$ cat src/hdl/taa_pkg.sv
// ----------------------------------------------------------------------------
// Triangle area accumulator package
// Widths, item types and the front-to-back queue entry.
// ----------------------------------------------------------------------------
package taa_pkg;

  localparam int unsigned CoordWidth  = 24;
  localparam int unsigned TotalWidth  = 60;
  localparam int unsigned DiffWidth   = CoordWidth + 1;
  localparam int unsigned ProdWidth   = 2 * DiffWidth;
  localparam int unsigned CompWidth   = ProdWidth + 1;
  localparam int unsigned MagWidth    = CompWidth - 1;
  localparam int unsigned HalfWidth   = MagWidth / 2;
  localparam int unsigned SqWidth     = 2 * MagWidth;
  localparam int unsigned AccWidth    = SqWidth + 2;
  localparam int unsigned RootWidth   = AccWidth / 2;
  localparam int unsigned AreaWidth   = 2 * CoordWidth;
  localparam int unsigned SumWidth    = CoordWidth + 2;
  localparam int unsigned MeanWidth   = SumWidth + 2;
  localparam int unsigned InWidth     = 9 * CoordWidth;
  localparam int unsigned OutWidth    = AreaWidth + 3 * CoordWidth + TotalWidth + 1;
  localparam int unsigned InBytes     = (InWidth + 7) / 8;
  localparam int unsigned OutBytes    = (OutWidth + 7) / 8;
  localparam int unsigned QueueDepth  = 2;
  localparam int unsigned FrontStages = 6;
  localparam int unsigned SqrtSteps   = RootWidth;
  localparam int unsigned StepWidth   = $clog2(SqrtSteps + 1);

  localparam logic [MeanWidth-1:0] MeanOffset = MeanWidth'(1 << (SumWidth - 1));
  localparam logic [MeanWidth-1:0] MeanBias   = MeanWidth'(3 * (1 << (SumWidth - 1)) + 1);
  localparam logic [MeanWidth-1:0] MeanRecip  = MeanWidth'((1 << MeanWidth) / 3 + 1);

  typedef struct packed {
    logic [AccWidth-1:0]   norm_sq;
    logic [CoordWidth-1:0] cen_x;
    logic [CoordWidth-1:0] cen_y;
    logic [CoordWidth-1:0] cen_z;
    logic                  first;
  } tri_entry_t;

  // round-to-nearest mean of three coordinates
  function automatic logic [CoordWidth-1:0] mean3(input logic signed [SumWidth-1:0] s);
    logic [MeanWidth-1:0]   u;
    logic [2*MeanWidth-1:0] p;
    logic [MeanWidth-1:0]   q;
    u = {{2{s[SumWidth-1]}}, s} + MeanBias;
    p = u * MeanRecip;
    q = p[2*MeanWidth-1 -: MeanWidth] - MeanOffset;
    return q[CoordWidth-1:0];
  endfunction

endpackage

$ cat src/hdl/taa_back.sv
// ----------------------------------------------------------------------------
// Triangle area back end
// Digit-by-digit square root, halving and saturating running total.
// ----------------------------------------------------------------------------
module taa_back (
  input  logic                          clk_i,
  input  logic                          rst_ni,
  input  logic                          ent_valid_i,
  output logic                          ent_ready_o,
  input  taa_pkg::tri_entry_t           ent_i,
  output logic                          out_valid_o,
  input  logic                          out_ready_i,
  output logic [taa_pkg::OutWidth-1:0]  out_data_o
);
  import taa_pkg::*;

  localparam logic [1:0] StIdle = 2'd0;
  localparam logic [1:0] StRoot = 2'd1;
  localparam logic [1:0] StSum  = 2'd2;
  localparam logic [1:0] StOut  = 2'd3;

  logic [1:0] st_q;
  logic [AccWidth-1:0]  x_q;
  logic [RootWidth+1:0] rem_q;
  logic [RootWidth-1:0] root_q;
  logic [StepWidth-1:0] k_q;
  tri_entry_t e_q;
  logic [TotalWidth-1:0] sum_q;
  logic sat_q;
  logic [AreaWidth-1:0] area_q;
  logic [RootWidth+1:0] rem_sh, trial;
  logic [TotalWidth:0] tot;
  logic [TotalWidth-1:0] base;

  assign ent_ready_o = (st_q == StIdle);
  assign out_valid_o = (st_q == StOut);
  assign rem_sh = {rem_q[RootWidth-1:0], x_q[AccWidth-1 -: 2]};
  assign trial  = {root_q, 2'b01};
  assign base = e_q.first ? '0 : sum_q;
  assign tot = {1'b0, base} + (TotalWidth+1)'(area_q);
  assign out_data_o = {sat_q, sum_q, e_q.cen_z, e_q.cen_y, e_q.cen_x, area_q};

  always_ff @(posedge clk_i or negedge rst_ni) begin
    if (!rst_ni) begin
      st_q <= StIdle; sum_q <= '0; sat_q <= 1'b0;
    end else begin
      case (st_q)
        StIdle: if (ent_valid_i) begin
          st_q <= StRoot;
        end
        StRoot: if (k_q == StepWidth'(SqrtSteps - 1)) st_q <= StSum;
        StSum: begin
          st_q <= StOut;
          if (tot[TotalWidth]) begin
            sum_q <= '1; sat_q <= 1'b1;
          end else begin
            sum_q <= tot[TotalWidth-1:0]; sat_q <= e_q.first ? 1'b0 : sat_q;
          end
        end
        StOut: if (out_ready_i) st_q <= StIdle;
        default: st_q <= StIdle;
      endcase
    end
  end

  always_ff @(posedge clk_i) begin
    case (st_q)
      StIdle: begin
        e_q <= ent_i; x_q <= ent_i.norm_sq; rem_q <= '0; root_q <= '0; k_q <= '0;
      end
      StRoot: begin
        x_q <= {x_q[AccWidth-3:0], 2'b00};
        k_q <= k_q + StepWidth'(1);
        if (rem_sh >= trial) begin
          rem_q <= rem_sh - trial; root_q <= {root_q[RootWidth-2:0], 1'b1};
        end else begin
          rem_q <= rem_sh; root_q <= {root_q[RootWidth-2:0], 1'b0};
        end
      end
      StSum: ;
      StOut: ;
      default: ;
    endcase
    if (st_q == StRoot && k_q == StepWidth'(SqrtSteps - 1)) begin
      if (rem_sh >= trial) begin
        if ({root_q[RootWidth-2:0], 1'b1} >> 1 > RootWidth'({AreaWidth{1'b1}}))
          area_q <= '1;
        else area_q <= AreaWidth'({root_q[RootWidth-2:0], 1'b1} >> 1);
      end else begin
        if ({root_q[RootWidth-2:0], 1'b0} >> 1 > RootWidth'({AreaWidth{1'b1}}))
          area_q <= '1;
        else area_q <= AreaWidth'({root_q[RootWidth-2:0], 1'b0} >> 1);
      end
    end
  end

endmodule

$ cat config.mk
export PLATFORM = sky130hd
export DESIGN_NAME = taa_back
export DESIGN_NICKNAME = d
export VERILOG_FILES = /design/src/hdl/taa_pkg.sv /design/src/hdl/taa_back.sv
export SDC_FILE = /design/constraint.sdc
export NUM_CORES = 1
export LEC_CHECK = 0
export BUFFER_PORTS_ARGS = -buffer_cell sky130_fd_sc_hd__buf_4
export CORE_AREA = 2 2 199 201
export CTS_CLUSTER_DIAMETER = 40
export DETAILED_ROUTE_END_ITERATION = 8
export DIE_AREA = 0 0 201 203
export PLACE_DENSITY = 0.88
export REMOVE_ABC_BUFFERS = 1
export SYNTH_ARGS = -nofsm -noshare
export SYNTH_HDL_FRONTEND = slang
export SYNTH_SLANG_ARGS = --single-unit
$ cat constraint.sdc
create_clock -name clk_i -period 7.8 [get_ports clk_i]
set_input_delay 0.78 -clock clk_i [delete_from_list [all_inputs] [get_ports clk_i]]
set_output_delay 0.78 -clock clk_i [all_outputs]
set_load 0.01 [all_outputs]
==> out/qor.json <==
{
  "outcome": {
    "outcome": "finished, final reports clean"
  },
  "yosys": {
    "synth_fa_ha_area_share_pct": 6.26,
    "syn_area_um2": 21700,
    "synthesis.instances": 1901,
    "ys.warnings.count": 0,
    "syn_area_per_cell_um2": 11.4,
    "synth_compound_area_share_pct": 12.6,
    "yosysSeqAreaShare_pct": 53.1,
    "synth_top_family_by_area": "compound AO/OA/AOI/OAI gates",
    "synth_enable_flop_cells": 331,
    "share_of_cell_area_taken_by_muxes_after_synthesis_pct": 6.86,
    "ys_types": 85,
    "post_synth_and_or_nand_nor_area_fraction_pct": 11.6,
    "synth-xor-area-share_pct": 3.87,
    "async_flop_share_pct": 16.0,
    "postSynthRegisterBits": 394,
    "synth_top_flop_cell": "sky130_fd_sc_hd__edfxtp_1"
  },
  "timing": {
    "min_period_over_period_pct": 68.9,
    "setup_violations": 0,
    "final.min_clock_period_ns": 5.38,
    "final_max_slew_viol_count": 0,
    "timing.final.hold_violations": 0,
    "max_slew_margin_pct": 13.1,
    "hold_slack_ns": 0.298,
    "final.setup_skew_ns": 0.0291,
    "maxClockFrequency_ghz": 0.186,
    "unrepaired_setup_endpoints_after_global_routing": "false",
    "tightest_slew_ns": 1.30
  },
  "drt": {
    "route.final.wire_length_um": 53300,
    "antenna_left": 0,
    "via_per_inst": 5.85,
    "drt-pass1-iter-count": 5,
    "dr_total_vias": 16000,
    "drc_errors": 0,
    "drtIter0Drc": 1066,
    "per_cell_routed_wire_length_um": 19.6
  },
  "finish": {
    "syn_to_final_growth_pct": 20.1,
    "post_route_cells_drive_above_1_share_pct": 26.8,
    "layout_common_cells": "371 x sky130_fd_sc_hd__buf_4, 331 x sky130_fd_sc_hd__edfxtp_1, 183 x sky130_fd_sc_hd__nor2_1, 104 x sky130_fd_sc_hd__ha_1, 101 x sky130_fd_sc_hd__mux2_2",
    "layoutNonFillerInstCount": 2728,
    "layout.filler_cells": 2695,
    "layout_commonest_cell": "sky130_fd_sc_hd__buf_4",
    "n_antenna_cell": 0,
    "num-nets-final": 2453,
    "finish.instance_area_um2": 26100
  },
  "clock_tree": {
    "cts.hold.buffers_added": 0,
    "post_cts.repair.setup_buffers": 0,
    "cts.path.max_buffers": 3,
    "cts-resized-gates": 0,
    "ctsHtreeMaxLevel": 2,
    "clk_pin_slew_ns": 0.06,
    "tritoncts_num_sinks": 394,
    "cts.root.buffer_cell": "sky130_fd_sc_hd__clkbuf_16",
    "tritoncts.num_buffers": 52,
    "clk-insertion-delay-late_ns": 0.59,
    "tritoncts_clock_tree": "built"
  },
  "placement": {
    "port_buffers": 361,
    "post_place_instance_area_um2": 24200,
    "dp_hpwl_um": 37400,
    "placed_cells_incl_taps": 2630,
    "last_weighted_congestion_value_of_the_routability_driven_placer": 0.913
  },
  "grt": {
    "antenna_found_initial": 0,
    "grt.total_usage_pct": 25.5,
    "grt-ovfl-total": 0,
    "via_count_of_the_first_global_routing_pass": 15800,
    "grt_first_pass_wirelength_um": 83800,
    "grt_max_degree": 96
  },
  "floorplan": {
    "site_rows": 72,
    "die_w_um": 201,
    "ioPinCount": 362,
    "placeableCoreArea_um2": 38500,
    "die-area_um2": 40800,
    "start_util_pct": 56.4,
    "floorplan.die.height_um": 203
  },
  "critical_path": {
    "worst_setup_path_start_kind": "flip-flop",
    "critical-path-slowest-cell": "sky130_fd_sc_hd__or2_1",
    "end_kind": "flip-flop",
    "critical_path_arrival_ns": 5.84,
    "worst_path_largest_cell_delay_ns": 0.87,
    "cp_cell_sequence": "buf_4 -> nor2b_1 -> ha_1 -> fa_1 -> a21o_1 -> a22o_1 -> o31ai_1 -> o31ai_1 -> a311oi_1 -> o21ba_1 -> or2_1 -> and4_1 -> nor3_1",
    "crit_path_frequent_cell": "sky130_fd_sc_hd__o31ai_1",
    "critical_path_class": "flip-flop to flip-flop",
    "ff2ff_path_depth": 13,
    "crit_path_max_fanout": 58,
    "cp.required_ns": 8.26,
    "register_to_register_path_setup_slack_ns": 2.42
  },
  "job": {
    "max_cap_viol_count": 0
  },
  "pwr": {
    "leakage_nw": 11.5,
    "cellPowerDensity_nw_per_um2": 185,
    "irDropWorstVdd_mv": 0.199
  },
  "min_path": {
    "holdCritPathClass": "input port to asynchronous set/reset pin"
  }
}
kinds of logic after synthesis:
group,count (synthesis)
simple gates,521
compound gates,408
flops,394
buf+inv,238
mux,136
fa+ha+maj,108
xor+xnor,96
Yosys cell counts (all sizes together), types with 19 or more instances:
cell | count | area share [%]
o21ai | 59 | 1.4
a21o | 69 | 2.4
ha | 107 | 6.2
mux2i | 35 | 1.6
nor2 | 183 | 3.2
inv | 76 | 1.3
clkbuf | 69 | 1.3
a21oi | 96 | 2.2
and3 | 20 | 0.61
dfrtp | 63 | 7.3
xnor2 | 55 | 2.2
a31oi | 46 | 1.3
nand3 | 78 | 1.8
nor2b | 64 | 1.8
xor2 | 41 | 1.7
nand2 | 94 | 1.6
edfxtp | 331 | 46
mux2 | 101 | 5.2
buf | 88 | 2.9
o22a | 19 | 0.77
area by class of cell:
class / count / area [um^2] / share of cell area [%]
Sequential cell: 394 / 11500 / 44.2
Multi-Input combinational cell: 1269 / 8990 / 34.5
Timing Repair Buffer: 371 / 2790 / 10.7
Clock buffer: 58 / 1350 / 5.16
Tap cell: 518 / 648 / 2.49
Clock inverter: 40 / 479 / 1.84
Inverter: 78 / 293 / 1.12
metrics by stage:
stage	setup slack (ns)	setup TNS (ns)	util, %	power [mW]
after global placement	2.66	0	63.0	2.38
after floorplan	-2.49	-119.30	-	2.30
after detailed placement	2.54	0	63.0	2.38
after global routing	2.06	0	67.7	4.95
final	2.42	0	67.7	4.82
after CTS	2.50	0	67.7	4.86
routing by layer:
| metal | global-route usage (%) | up-vias | part of all wire, % |
|---|---|---|---|
| li1 | - | 7477 | - |
| met1 | 32.1 | 7731 | 40 |
| met2 | 43.2 | 659 | 49 |
| met3 | 6.58 | 105 | 8.2 |
| met4 | 8.33 | 0 | 2.6 |
| met5 | 0 | - | 0 |
registers in the layout, indices dropped and copies added (netlist names):
name,count
root_q,51
e_q,1
out_data_o,72
st_q,2
x_q,102
rem_q,51
sat_q,1
sum_q,60
k_q,6
area_q,48
path summary, 6_finish.rpt:
kind | startpoint | to
setup / recovery | e_q[0] | sum_q[50]
hold / removal | rst_ni | sum_q[2]
setup reg to reg | e_q[0] | sum_q[50]
hold reg to reg | sat_q | sat_q
max in group asynchronous | rst_ni | sum_q[46]
min in group clk_i | ent_i[7] | out_data_o[102]
power breakdown:
part / switching, mW / internal (mW)
clock: 0.976 / 1.51
combinational: 0.0223 / 0.0560
sequential: 0 / 2.26
total: 0.998 / 3.82
worst max-delay path: cells and delay by family, from the launching register on:
family,cells,cell delay [ns]
flip-flops,1,0.33
AND/OR/NAND/NOR,4,1.38
buffers and inverters,1,0.50
adder cells (fa/ha/maj),2,0.66
AO/OA/AOI/OAI,6,2.33
Power figures use the tool's default switching activity.
